File: src/design/pdpd_pkg.sv
// ----------------------------------------------------------------------------
// Pulse-distance packet decoder package
// Shared widths, phase codes, register indexes and the window-match struct.
// ----------------------------------------------------------------------------
package pdpd_pkg;

    localparam int PACKET_BITS = 36;
    localparam int CNT_W       = $clog2(PACKET_BITS + 1);
    localparam int TIME_W      = 16;
    localparam int TOL_W       = 10;
    localparam int CFG_W       = 16;
    localparam int CFG_IDX_W   = 2;
    // Signed compare width: room for nominal + tolerance and a negative low edge.
    localparam int WIN_W       = TIME_W + 2;

    localparam logic [1:0] PH_UNKNOWN = 2'd0;
    localparam logic [1:0] PH_START   = 2'd1;
    localparam logic [1:0] PH_END     = 2'd2;

    localparam logic [CFG_IDX_W-1:0] REG_TOLERANCE  = 2'd0;
    localparam logic [CFG_IDX_W-1:0] REG_HIGH_PULSE = 2'd1;
    localparam logic [CFG_IDX_W-1:0] REG_ZERO_GAP   = 2'd2;
    localparam logic [CFG_IDX_W-1:0] REG_ONE_GAP    = 2'd3;

    localparam logic [TOL_W-1:0]  TOLERANCE_RST  = 10'd100;
    localparam logic [TIME_W-1:0] HIGH_PULSE_RST = 16'd500;
    localparam logic [TIME_W-1:0] ZERO_GAP_RST   = 16'd1000;
    localparam logic [TIME_W-1:0] ONE_GAP_RST    = 16'd2000;

    typedef struct packed {
        logic high_ok;
        logic zero_ok;
        logic one_ok;
    } pdpd_match_t;

endpackage

File: src/design/pdpd_window.sv
// ----------------------------------------------------------------------------
// Pulse length window check
// True when the interval lies strictly inside nominal +/- tolerance (signed).
// ----------------------------------------------------------------------------
module pdpd_window
    import pdpd_pkg::*;
(
    input  logic [TIME_W-1:0] interval,
    input  logic [TIME_W-1:0] nominal,
    input  logic [TOL_W-1:0]  tolerance,
    output logic              ok
);

    logic signed [WIN_W-1:0] t_s;
    logic signed [WIN_W-1:0] n_s;
    logic signed [WIN_W-1:0] tol_s;
    logic signed [WIN_W-1:0] hi_s;
    logic signed [WIN_W-1:0] lo_s;

    assign t_s   = signed'({2'b00, interval});
    assign n_s   = signed'({2'b00, nominal});
    assign tol_s = signed'({{(WIN_W - TOL_W){1'b0}}, tolerance});
    assign hi_s  = n_s + tol_s;
    assign lo_s  = n_s - tol_s;
    assign ok    = (t_s < hi_s) && (t_s > lo_s);

endmodule

File: src/design/pdpd_core.sv
// ----------------------------------------------------------------------------
// Pulse-distance decoder core
// Phase machine, bit counter and MSB-first shift register; one edge per step.
// ----------------------------------------------------------------------------
module pdpd_core
    import pdpd_pkg::*;
(
    input  logic                   clk,
    input  logic                   rst_n,
    input  logic                   step,
    input  logic                   rising,
    input  pdpd_match_t            match,
    output logic                   emit,
    output logic [PACKET_BITS-1:0] packet_data
);

    logic [1:0]             phase_reg;
    logic [1:0]             phase_next;
    logic [CNT_W-1:0]       cnt_reg;
    logic [CNT_W-1:0]       cnt_next;
    logic [PACKET_BITS-1:0] shift_reg;
    logic [PACKET_BITS-1:0] shift_next;
    logic                   shift_en;
    logic                   shift_bit;
    logic                   clear_bits;
    logic [CNT_W-1:0]       cnt_inc;
    logic [PACKET_BITS-1:0] shift_in;

    always_comb
    begin
        phase_next = PH_UNKNOWN;
        shift_en   = 1'b0;
        shift_bit  = 1'b0;
        clear_bits = 1'b0;
        unique case (phase_reg)
            PH_START:
            begin
                phase_next = (!rising && match.high_ok) ? PH_END : PH_UNKNOWN;
            end
            PH_END:
            begin
                if (rising)
                begin
                    phase_next = PH_START;
                    if (match.one_ok)
                    begin
                        shift_en  = 1'b1;
                        shift_bit = 1'b1;
                    end
                    else if (match.zero_ok)
                    begin
                        shift_en = 1'b1;
                    end
                    else
                    begin
                        clear_bits = 1'b1;
                    end
                end
            end
            default:
            begin
                phase_next = rising ? PH_START : PH_UNKNOWN;
            end
        endcase
    end

    assign cnt_inc  = cnt_reg + CNT_W'(1);
    assign shift_in = (shift_reg << 1) | PACKET_BITS'(shift_bit);
    assign emit     = shift_en && (cnt_inc == CNT_W'(PACKET_BITS));
    assign packet_data = shift_in;

    always_comb
    begin
        cnt_next   = cnt_reg;
        shift_next = shift_reg;
        if (shift_en)
        begin
            cnt_next   = cnt_inc;
            shift_next = shift_in;
        end
        // Drop collected bits on a bad gap, a finished packet or a lost sync.
        if (clear_bits || emit || (phase_next == PH_UNKNOWN))
        begin
            cnt_next   = '0;
            shift_next = '0;
        end
    end

    always_ff @(posedge clk or negedge rst_n)
    begin
        if (!rst_n)
        begin
            phase_reg <= PH_UNKNOWN;
            cnt_reg   <= '0;
            shift_reg <= '0;
        end
        else if (step)
        begin
            phase_reg <= phase_next;
            cnt_reg   <= cnt_next;
            shift_reg <= shift_next;
        end
    end

`ifndef NO_ASSERTIONS
    a_cnt_range: assert property (@(posedge clk) disable iff (!rst_n)
        cnt_reg < CNT_W'(PACKET_BITS))
        else $error("bit count reached packet length without emitting");

    a_unknown_clear: assert property (@(posedge clk) disable iff (!rst_n)
        (phase_reg == PH_UNKNOWN) |-> (cnt_reg == '0 && shift_reg == '0))
        else $error("collected bits left over in unknown phase");

    a_emit_source: assert property (@(posedge clk) disable iff (!rst_n)
        emit |-> (phase_reg == PH_END && rising))
        else $error("packet emitted outside a gap check");
`endif

endmodule

File: src/design/pulse_distance_packet_decoder.sv
// ----------------------------------------------------------------------------
// Pulse-distance packet decoder
// Decodes line edge timing into 36-bit MSB-first packets.
// ----------------------------------------------------------------------------
// Usage:
//   Input channel (in_valid/in_stall) carries one edge per transfer: the line
//   level after the edge and the microseconds since the previous edge.
//   Output channel (out_valid/out_stall) carries one completed packet per
//   transfer; most edges produce no packet.
//   Configuration is a plain write port (cfg_we, cfg_index, cfg_wdata):
//   tolerance, high pulse, zero gap and one gap lengths. Write only while idle.
// Timing:
//   An accepted edge sits in the input register; once it advances it runs
//   through the window compares and phase machine, and a packet it completes
//   is loaded into the output register.
//   Throughput is one edge per cycle while no stalled packet holds the output
//   register; the phase machine's compare/shift path is combinational.
// Reset: phase returns to unknown, collected bits are cleared, registers
//   return to 100/500/1000/2000 us, and both channels go empty.
// Stall: a held output packet stops the input register from advancing, so
//   in_stall rises whenever an edge sits in the input register behind a
//   stalled packet, whether or not that edge completes a packet.
// ----------------------------------------------------------------------------
module pulse_distance_packet_decoder
    import pdpd_pkg::*;
(
    input  logic                   clk,
    input  logic                   rst_n,
    input  logic                   in_valid,
    output logic                   in_stall,
    input  logic                   line_level,
    input  logic [TIME_W-1:0]      edge_interval,
    output logic                   out_valid,
    input  logic                   out_stall,
    output logic [PACKET_BITS-1:0] packet,
    input  logic                   cfg_we,
    input  logic [CFG_IDX_W-1:0]   cfg_index,
    input  logic [CFG_W-1:0]       cfg_wdata
);

    // Configuration registers
    logic [TOL_W-1:0]  tolerance_reg;
    logic [TIME_W-1:0] high_pulse_reg;
    logic [TIME_W-1:0] zero_gap_reg;
    logic [TIME_W-1:0] one_gap_reg;

    // Input register
    logic              in_valid_reg;
    logic              level_reg;
    logic [TIME_W-1:0] interval_reg;

    // Output register
    logic                   out_valid_reg;
    logic [PACKET_BITS-1:0] packet_reg;

    logic                   accept;
    logic                   advance;
    logic                   emit;
    logic [PACKET_BITS-1:0] packet_data;
    logic                   high_ok;
    logic                   zero_ok;
    logic                   one_ok;
    pdpd_match_t            match;

    always_ff @(posedge clk or negedge rst_n)
    begin
        if (!rst_n)
        begin
            tolerance_reg  <= TOLERANCE_RST;
            high_pulse_reg <= HIGH_PULSE_RST;
            zero_gap_reg   <= ZERO_GAP_RST;
            one_gap_reg    <= ONE_GAP_RST;
        end
        else if (cfg_we)
        begin
            unique case (cfg_index)
                REG_TOLERANCE:  tolerance_reg  <= cfg_wdata[TOL_W-1:0];
                REG_HIGH_PULSE: high_pulse_reg <= cfg_wdata[TIME_W-1:0];
                REG_ZERO_GAP:   zero_gap_reg   <= cfg_wdata[TIME_W-1:0];
                REG_ONE_GAP:    one_gap_reg    <= cfg_wdata[TIME_W-1:0];
                default:        ;
            endcase
        end
    end

    // Advance the held edge whenever the output register is free or draining.
    assign advance  = in_valid_reg && (!out_valid_reg || !out_stall);
    assign in_stall = in_valid_reg && !advance;
    assign accept   = in_valid && !in_stall;

    always_ff @(posedge clk or negedge rst_n)
    begin
        if (!rst_n)
        begin
            in_valid_reg <= 1'b0;
        end
        else if (accept)
        begin
            in_valid_reg <= 1'b1;
        end
        else if (advance)
        begin
            in_valid_reg <= 1'b0;
        end
    end

    always_ff @(posedge clk)
    begin
        if (accept)
        begin
            level_reg    <= line_level;
            interval_reg <= edge_interval;
        end
    end

    pdpd_window u_high_win
    (
        .interval  (interval_reg),
        .nominal   (high_pulse_reg),
        .tolerance (tolerance_reg),
        .ok        (high_ok)
    );

    pdpd_window u_zero_win
    (
        .interval  (interval_reg),
        .nominal   (zero_gap_reg),
        .tolerance (tolerance_reg),
        .ok        (zero_ok)
    );

    pdpd_window u_one_win
    (
        .interval  (interval_reg),
        .nominal   (one_gap_reg),
        .tolerance (tolerance_reg),
        .ok        (one_ok)
    );

    assign match = '{high_ok: high_ok, zero_ok: zero_ok, one_ok: one_ok};

    pdpd_core u_core
    (
        .clk         (clk),
        .rst_n       (rst_n),
        .step        (advance),
        .rising      (level_reg),
        .match       (match),
        .emit        (emit),
        .packet_data (packet_data)
    );

    // Load a finished packet; drop the valid once the receiver takes it.
    always_ff @(posedge clk or negedge rst_n)
    begin
        if (!rst_n)
        begin
            out_valid_reg <= 1'b0;
        end
        else if (advance && emit)
        begin
            out_valid_reg <= 1'b1;
        end
        else if (!out_stall)
        begin
            out_valid_reg <= 1'b0;
        end
    end

    always_ff @(posedge clk)
    begin
        if (advance && emit)
        begin
            packet_reg <= packet_data;
        end
    end

    assign out_valid = out_valid_reg;
    assign packet    = packet_reg;

`ifndef NO_ASSERTIONS
    a_emit_loads: assert property (@(posedge clk) disable iff (!rst_n)
        (advance && emit) |=> out_valid_reg)
        else $error("emitted packet not loaded into output register");

    a_hold_edge: assert property (@(posedge clk) disable iff (!rst_n)
        (in_valid_reg && !advance) |=>
            (in_valid_reg && $stable(level_reg) && $stable(interval_reg)))
        else $error("held edge lost while output stalled");
`endif

endmodule

File: config.mk
export PLATFORM = sky130hd
export DESIGN_NAME = pulse_distance_packet_decoder
export DESIGN_NICKNAME = d
export VERILOG_FILES = /design/src/design/pdpd_pkg.sv /design/src/design/pdpd_window.sv /design/src/design/pdpd_core.sv /design/src/design/pulse_distance_packet_decoder.sv
export SDC_FILE = /design/constraint.sdc
export NUM_CORES = 1
export LEC_CHECK = 0
export ABC_AREA = 1
export BUFFER_PORTS_ARGS = -buffer_cell sky130_fd_sc_hd__buf_2
export CAP_MARGIN = 20
export CORE_MARGIN = 4
export CORE_UTILIZATION = 35
export CTS_BUF_LIST = sky130_fd_sc_hd__clkbuf_16
export DETAILED_ROUTE_END_ITERATION = 8
export GPL_TIMING_DRIVEN = 1
export PLACE_DENSITY_LB_ADDON = 0.15
export SYNTH_ARGS = -nofsm -noshare
export SYNTH_HDL_FRONTEND = slang
export SYNTH_SLANG_ARGS = --single-unit
File: constraint.sdc
create_clock -name clk -period 5 [get_ports clk]
set_input_delay 0.5 -clock clk [delete_from_list [all_inputs] [get_ports clk]]
set_output_delay 0.5 -clock clk [all_outputs]
set_load 0.1 [all_outputs]
==> results of run 1 <==
-- worst max-delay path: stages, from the launching register on --
cell and delay, ns:
dfstp_2 0.61, inv_1 0.15, ha_1 0.45, nor2_1 0.18
nand3_1 0.08, o21ai_1 0.26, nand2_1 0.09, nand2_1 0.07
a21oi_1 0.10, o21ai_2 0.26, xor2_1 0.21, ha_1 0.27
a21oi_1 0.15, nor3_1 0.06, a211oi_1 0.17, nand2_1 0.08
nand2_1 0.06, nand2_1 0.05, nand2_1 0.07, nand2_2 0.09
nand2_4 0.07, nand3_1 0.08, inv_1 0.13, buf_12 0.22
-- cells in the mapped netlist (2+ instances only) --
master and count:
nand2_1 312, ha_1 155, inv_1 138, nand3_1 125, dfrtp_1 82, o21ai_0 80, nor2_1 77, a21oi_1 74
xor2_1 74, edfxtp_1 53, clkbuf_1 22, dfstp_2 21, inv_2 18, nor3_1 17, nand4_1 12, buf_2 10
buf_6 9, o21bai_1 9, o21a_1 7, o21ai_1 7, o21ai_2 7, a31oi_1 6, fa_1 6, xnor2_1 6
a211oi_1 4, buf_1 4, nand3_2 4, a21o_1 3, a21oi_2 3, buf_4 3, or2_1 3, nand2_2 2
nand2_4 2, nand3b_1 2, nor3_2 2, o21bai_2 2, or2_2 2
-- layer usage --
metal | routed length (µm) | track usage | vias to the layer above | part of all wire
met5 | 26 | 0 | - | 0.00089
met4 | 243 | 0.03419 | 4 | 0.0083
met3 | 1257 | 0.03538 | 23 | 0.043
met2 | 13200 | 0.2711 | 128 | 0.45
met1 | 14590 | 0.2410 | 4275 | 0.50
li1 | - | - | 4654 | -
-- power by group through the flow --
stage	registers (mW)	logic, mW	clock network, mW
5_1_grt	1.61	2.61	1.35
3_3_place_gp	1.62	2.20	0
6_report	1.60	2.23	1.25
2_1_floorplan	1.53	1.80	0
3_5_place_dp	1.62	2.24	0
4_1_cts	1.60	2.25	1.30
-- cell families after synthesis --
logic type | Yosys count | share of synthesized area
and+or+nand+nor | 562 | 0.2113
AOI/OAI and AO/OA | 206 | 0.1027
buffers and inverters | 204 | 0.07526
adders and majority gates | 161 | 0.1808
DFF | 156 | 0.3684
xor gates and xnor gates | 80 | 0.06152
-- per-stage QoR --
stage | util | cells | hold slack, ns
5_1_grt | 0.3993 | 1874 | 0.1990
4_1_cts | 0.3988 | 1873 | 0.1728
3_5_place_dp | 0.3813 | 1841 | 0.4561
2_1_floorplan | - | 1369 | 0.2044
3_3_place_gp | 0.3813 | 1841 | 0.4458
6_report | 0.3993 | 1874 | 0.1529
-- path summary, 6_finish.rpt --
path	to	slack, ns	cells past startpoint
min	high_pulse_reg[0]	0.15	1
max in group asynchronous	high_pulse_reg[10]	3.72	2
max	packet[9]	0.71	23
min reg2reg	packet[35]	0.47	0
min in group clk	interval_reg[0]	0.23	1
max reg2reg	packet[9]	0.71	23
-- area by class of cell --
type,instances,area share
multi-input cells,1009,0.4993
flip-flops and latches,156,0.3304
inverters,156,0.04612
well taps,435,0.04287
repair buffers,86,0.03745
clock buffers,17,0.03351
clock inverters,15,0.01035
==> results.md, run 1 <==
- Sequential share of the synthesized area: 0.3684
- Worst Skew: 0.009549 ns
- Initial antenna violation count: 2
- DIE WIDTH: 188.4 µm
- Synth area leaders: dfrtp_1 18%, ha_1 17%, edfxtp_1 14%
- Clk sink count: 156
- Yosys top cell by area: dfrtp_1
- Sw Ratio: 0.4222
- Worst-path clk slew: 0.08 ns
- DRT iter0 DRCs: 440
- Worst-Margin Slew: 0.8364 ns
- ANT nets after route: 0
- Post-synthesis async set-or-reset flop share: 0.6603
- Hold Crit Class: in -> async
- Fin crit period: 4.293 ns
- Final setup margin: 0.7068 ns
- Slew Viols, Final: 0
- Main synth FF type: dfrtp_1
- Setup TNS: 0 ns
- Total chip power: 5.075 mW
- Remaining DRCs: 0
- Htree depth: 4
- Worst flop-to-flop path startpoint: tolerance_reg[6]
- Largest net degree at the start of global routing: 61
- Netlist cell types: 43
- Gate Count Post-Synth: 1,369
- Final #Nets: 1,627
- Rel. slew slack: 0.4424
- Pre-antenna DRT Iters: 5
- Commonest non-fill, non-tap cell in the layout: nand2_1
- IO buf count: 77
- Filler Cells Inserted: 3,247
- CTS Hold Buffers Added: 0
- Power Density: 399.8 nW/µm²
- Root buffer cell: clkbuf_16
- Combinational fraction of design power: 0.439
- Fmax: 232.9 MHz
- CP startpoint: tolerance_reg[6]
- Psw: 2.143 mW
- Kind of critical path: reg -> reg
- Worst IR Drop VDD: 0.2807 mV
- Outcome: complete, no violations
- Resize count post-CTS: 0
- Syn Area/Cell: 8.319 µm²
- Die ar.: 35,490 µm²
- Gr ovfl total: 0
- Largest register FFs: 36
- Leakage dissipation: 6.488 nW
- Multi-input logic area: 6339 µm²
- Top Ports: 78
- Sequential share of power: 0.315
- Final wirelength: 29,320 µm
- WL per Instance: 15.64 µm
- Commonest non-fill, non-tap cells in the layout: 312 x nand2_1, 155 x ha_1, 139 x inv_1
- CTS tree: yes
- RSZ-0062 raised after global routing: no
- Post-synth top area share: 0.1802
- Synth warn: 0
- CP required: 5.13 ns
- Initial Utilization: 0.3581
- Critical Path Fanout Max: 36
- Register area: 4195 µm²
- Post-Layout Inst Area: 12,700 µm²
- Placed Instance Area: 12,120 µm²
- Pre-CTS setup slack: 0.6957 ns
- Final setup fails: 0
- CTS buffer count: 17
- Vias per cell: 4.847
- Setup repair bufs after CTS: 0
- MaxCap Viol Count: 0
- Setup crit start kind: flip-flop
- ANT cells: 0
- Pint: 2.932 mW
- DP HPWL: 22,740 µm
- Clock Latency Late Sink: 0.45 ns
- Endpoint type of the worst setup path: flip-flop
- Core area: 31,800 µm²
- Final hold violation count: 0
- GP Congestion: 0.8570
- Post-synth EDFFs: 53
- Clk buf depth: 2
- DIE HEIGHT: 188.4 µm
- Clock share of power: 0.247
- Row count: 65
- Vias in the first global route: 9,137
- Area grow syn2layout: 11.48%
- Layout cells sized above 1: 0.1272
- Vias: 9,084
- Critical path arrival: 4.42 ns
- FF+latch count, synth: 156
- Syn_nets: 1,570
- Tcrit/Tclk final: 0.8586
- Gr usage total: 0.1701
- Synth Cell Area: 11,390 µm²
- First-pass GRT wire length: 48,080 µm
Note: power is estimated with default switching activity, not from simulation.
==> run 2: changes to the inputs <==
==> constraint.sdc (replaced) <==
create_clock -name clk -period 3.8 [get_ports clk]
set_input_delay 0.38 -clock clk [delete_from_list [all_inputs] [get_ports clk]]
set_output_delay 0.38 -clock clk [all_outputs]
set_load 0.1 [all_outputs]
==> results.md, run 2 (synthesis gave the netlist of run 1 again) <==
- Final hold violation count: 0
- Initial antenna violation count: 1
- Clk buf depth: 2
- Commonest non-fill, non-tap cell in the layout: nand2_1
- Worst-path clk slew: 0.07 ns
- R2R setup slack: -0.06 ns
- CTS tree: yes
- ANT nets after route: 0
- Leakage dissipation: 7.130 nW
- Gr usage total: 0.1789
- Critical Path Fanout Max: 6
- Die ar.: 35,490 µm²
- Core area: 31,800 µm²
- Critical path's slowest cell: dfstp_2
- Vias: 9,554
- Layout cells sized above 1: 0.2655
- Failing checks: setup timing
- WHS: 0.03022 ns
- Rel. slew slack: 0.4083
- Power Density: 537.4 nW/µm²
- Tcrit/Tclk final: 1.016
- Kind of critical path: reg -> reg
- Vias per cell: 4.828
- MaxCap Viol Count: 0
- Commonest non-fill, non-tap cells in the layout: 296 x nand2_1, 142 x ha_1, 127 x inv_1
- Htree depth: 4
- Root buffer cell: clkbuf_16
- Endpoint type of the worst setup path: flip-flop
- Remaining DRCs: 0
- Pre-antenna DRT Iters: 4
- IO buf count: 77
- DRT iter0 DRCs: 550
- Final setup margin: -0.06239 ns
- Outcome: finished with violations
- Worst stage delay on the critical path: 0.55 ns
- Total chip power: 7.731 mW
- Final setup fails: 51
- Initial Utilization: 0.3581
- Worst IR Drop VDD: 0.3367 mV
- Gr ovfl total: 0
- Slew Viols, Final: 0
- Hold Crit Class: in -> async
- Reg-to-reg critical path endpoint: packet[1]
- Most common cell on crit path: nand2_1
- DIE HEIGHT: 188.4 µm
- Row count: 65
- Top Ports: 78
- Clk sink count: 156
- Vias in the first global route: 9,371
- CP required: 3.96 ns
- Clock Latency Late Sink: 0.44 ns
- Worst flop-to-flop path startpoint: tolerance_reg[2]
- Fin util: 0.4523
- WL per Instance: 16.22 µm
- GP Congestion: 0.9182
- Area grow syn2layout: 26.30%
- Final wirelength: 32,110 µm
- Fin crit period: 3.862 ns
- DP HPWL: 24,380 µm
- Setup crit start kind: flip-flop
- Largest net degree at the start of global routing: 64
- Worst Skew: 0.01650 ns
- ANT cells: 0
- CTS Hold Buffers Added: 0
- Final #Nets: 1,732
- Worst-Margin Slew: 0.8876 ns
- Fmax: 258.9 MHz
- DIE WIDTH: 188.4 µm
- First-pass GRT wire length: 50,530 µm
- CTS buffer count: 17
- Worst r2r path cells: 26
- RSZ-0062 raised after global routing: yes
- Critical path arrival: 4.02 ns
- Largest register FFs: 36
## run 2: changes by cell type in the layout (fill, tap and decap cells not counted), sizes merged
cell | previous run | this run
buf | 86 | 185
inv | 166 | 163
clkbuf | 17 | 23
clkinvlp | 1 | 2
bufinv | 0 | 2
## run 2: metrics by stage
| stage | area, µm² | cells | setup TNS, ns | setup slack, ns |
|---|---|---|---|---|
| global placement | 12850 | 1915 | -3.861 | -0.1154 |
| finish | 14380 | 1979 | -1.630 | -0.06239 |
| floorplan | 11540 | 1369 | -0.9157 | -0.02544 |
| CTS | 13750 | 1961 | -0.6886 | -0.02451 |
| detailed placement | 12850 | 1915 | -4.050 | -0.1193 |
| global route | 14380 | 1979 | -16.28 | -0.2599 |
## run 2: how the worst max path moves through the flow
stage / from / end / cells after the start
3_5_place_dp: tolerance_reg[6] / packet[8] / 23
2_1_floorplan: tolerance_reg[2] / packet[0] / 25
3_3_place_gp: tolerance_reg[6] / packet[8] / 24
4_1_cts: tolerance_reg[2] / packet[28] / 26
5_1_grt: tolerance_reg[6] / packet[14] / 27
6_report: tolerance_reg[2] / packet[1] / 26
## run 2: repair_timing
action,in CTS,in global routing
setup buffers,12,11
gates cloned,2,6
gates resized for setup,26,99
setup endpoints to repair,58,80
pin swaps,13,49
endpoints found under the hold margin,0,0
## run 2: critical path, delay by kind of cell, from the launching register on
kind / cells / cell delay (ns)
buffers and inverters: 4 / 0.47
XOR/XNOR: 1 / 0.15
adder cells (fa/ha/maj): 2 / 0.56
flip-flops: 1 / 0.55
AND/OR/NAND/NOR: 17 / 1.47
AO/OA/AOI/OAI: 2 / 0.38
## run 2: per-layer routing
metal / wire length [µm] / global-route usage / vias up
li1: - / - / 4882
met1: 15830 / 0.2544 / 4519
met2: 14830 / 0.2892 / 130
met3: 1105 / 0.03020 / 21
met4: 335 / 0.03643 / 2
met5: 7 / 0 / -
## run 2: area by class of cell
class | instances | area (µm²)
Fill cell | 3158 | 17420
Multi-Input combinational cell | 1009 | 6919
Tap cell | 435 | 544.3
Clock inverter | 15 | 195.2
Inverter | 156 | 599.3
Clock buffer | 17 | 425.4
Sequential cell | 156 | 4198
Timing Repair Buffer | 191 | 1503
## run 2: where the power goes
group,internal (mW),switching (mW),total (mW),leakage (nW)
Sequential,1.88,0.199,2.08,1.88
Combinational,1.66,2.18,3.83,4.95
Clock,1.00,0.811,1.82,0.299
Total,4.54,3.19,7.73,7.13
==> run 3: changes to the inputs <==
--- a/config.mk
+++ b/config.mk
@@ -14,6 +14,7 @@
 export DETAILED_ROUTE_END_ITERATION = 8
 export GPL_TIMING_DRIVEN = 1
 export PLACE_DENSITY_LB_ADDON = 0.15
+export SETUP_SLACK_MARGIN = 0.05
 export SYNTH_ARGS = -nofsm -noshare
 export SYNTH_HDL_FRONTEND = slang
 export SYNTH_SLANG_ARGS = --single-unit
==> results.md, run 3 (synthesis gave the netlist of run 1 again) <==
- Outcome: finished with violations
- Failing checks: setup timing
- Pre-antenna DRT Iters: 4
- Vias in the first global route: 9,375
- Kind of critical path: reg -> reg
- Final #Nets: 1,734
- DIE WIDTH: 188.4 µm
- WL per Instance: 16.27 µm
- Slew Viols, Final: 0
- Initial antenna violation count: 1
- DIE HEIGHT: 188.4 µm
- Hold Crit Class: in -> async
- Final hold violation count: 0
- DP HPWL: 24,380 µm
- Commonest non-fill, non-tap cell in the layout: nand2_1
- Critical path arrival: 4.02 ns
- Final setup fails: 44
- Critical Path Fanout Max: 6
- Fin crit period: 3.867 ns
- First-pass GRT wire length: 50,520 µm
- Gr usage total: 0.1788
- Gr ovfl total: 0
- Root buffer cell: clkbuf_16
- Endpoint type of the worst setup path: flip-flop
- CP required: 3.96 ns
- Vias: 9,600
- Worst IR Drop VDD: 0.3369 mV
- MaxCap Viol Count: 0
- Largest register FFs: 36
- Tcrit/Tclk final: 1.018
- Htree depth: 4
- CTS tree: yes
- GP Congestion: 0.9182
- Power Density: 540.9 nW/µm²
- Pre-CTS setup slack: -0.1193 ns
- Clock Latency Late Sink: 0.44 ns
- Commonest non-fill, non-tap cells in the layout: 299 x nand2_1, 142 x ha_1, 127 x inv_1
- Clk sink count: 156
- Largest net degree at the start of global routing: 64
- Row count: 65
- IO buf count: 77
- Rel. slew slack: 0.4141
- Core area: 31,800 µm²
- Die ar.: 35,490 µm²
- Cell Count, Final, Fillers Out: 1,981
- Worst-Margin Slew: 0.8788 ns
- Fmax: 258.6 MHz
- Worst r2r path cells: 26
- Worst Skew: 0.01496 ns
- Reg-to-reg critical path endpoint: packet[1]
- Top Ports: 78
- Setup crit start kind: flip-flop
- Initial Utilization: 0.3581
- Layout cells sized above 1: 0.2613
- Final setup margin: -0.06701 ns
- ANT cells: 0
- CTS buffer count: 17
- Final wirelength: 32,240 µm
- Worst-path clk slew: 0.07 ns
- Area grow syn2layout: 26.41%
- Leakage dissipation: 7.153 nW
- R2R setup slack: -0.07 ns
- Remaining DRCs: 0
- RSZ-0062 raised after global routing: yes
- Clk buf depth: 2
- Cells after DPL: 1,915
- DRT iter0 DRCs: 518
- Worst flop-to-flop path startpoint: tolerance_reg[2]
- ANT nets after route: 0
- Vias per cell: 4.846
## run 3: cell count changes in the layout (fill, tap and decap cells not counted)
cell / before / now
nand3_2: 34 / 29
nand3_1: 94 / 99
clkbuf_16: 23 / 24
nand2_1: 296 / 299
buf_12: 7 / 8
nand2_2: 18 / 15
## run 3: metrics by stage
| step | power (mW) | TNS (ns) | instance area, µm² | util | hold slack [ns] |
|---|---|---|---|---|---|
| 6_report | 7.787 | -1.695 | 14400 | 0.4527 | 0.02652 |
| 5_1_grt | 8.458 | -16.10 | 14400 | 0.4527 | 0.09020 |
| 4_1_cts | 7.449 | -0.6886 | 13750 | 0.4324 | 0.06681 |
| 3_5_place_dp | 5.462 | -4.050 | 12850 | 0.4040 | 0.4560 |
| 3_3_place_gp | 5.421 | -3.861 | 12850 | 0.4040 | 0.4504 |
| 2_1_floorplan | 4.472 | -0.9157 | 11540 | - | 0.08441 |
## run 3: worst max-delay path, cell delays in order, from the launching register on
cell and delay (ns):
dfstp_2 0.55, inv_4 0.06, ha_4 0.27, nand2_2 0.06, nand2_2 0.05, a31oi_4 0.19
nor2_1 0.06, o21ai_0 0.19, nand2_1 0.09, xor2_1 0.15, ha_1 0.29, nand2_1 0.06
nor2_1 0.27, nand3_1 0.13, nand3_1 0.12, nand2_1 0.06, nand2_1 0.06, nand2_1 0.05
nand2_1 0.05, nand2_1 0.05, nand2_1 0.07, nand2_2 0.10, nand2_4 0.11, nand3_4 0.07
clkinvlp_4 0.12, buf_12 0.15, clkbuf_16 0.15
## run 3: metal layers
layer,up-vias,global-route usage,share of wire
li1,4885,-,-
met1,4548,0.2540,0.49
met2,144,0.2893,0.46
met3,21,0.03020,0.041
met4,2,0.03643,0.010
met5,-,0,0.00022
## run 3: area by class of cell
class                      count  area, µm²
timing repair buffer         193       1548
multi-input combinational   1009       6887
tap                          435      544.3
clock inverter                15      195.2
sequential                   156       4198
fill                        3156      17400
clock buffer                  17      425.4
inverter                     156      599.3
## run 3: repair_timing
item,4_1_cts,5_1_grt
gates resized for setup,27,92
gates cloned,2,8
setup endpoints to repair,67,80
buffers inserted,12,11
pin swaps,13,52
hold buffers,0,0
## run 3: how the worst max path moves through the flow
stage,start,end,slack [ns],cells after the start
6_report,tolerance_reg[2],packet[1],-0.07,26
5_1_grt,tolerance_reg[6],packet[14],-0.26,27
4_1_cts,tolerance_reg[2],packet[28],-0.02,26
3_5_place_dp,tolerance_reg[6],packet[8],-0.12,23
3_3_place_gp,tolerance_reg[6],packet[8],-0.12,24
2_1_floorplan,tolerance_reg[2],packet[0],-0.03,25
## run 3: report_power, final
group | switching (mW) | leakage [nW] | internal (mW) | total (mW)
Combinational | 2.18 | 4.97 | 1.71 | 3.89
Clock | 0.812 | 0.299 | 1.00 | 1.82
Sequential | 0.200 | 1.88 | 1.88 | 2.08
Total | 3.20 | 7.15 | 4.59 | 7.79
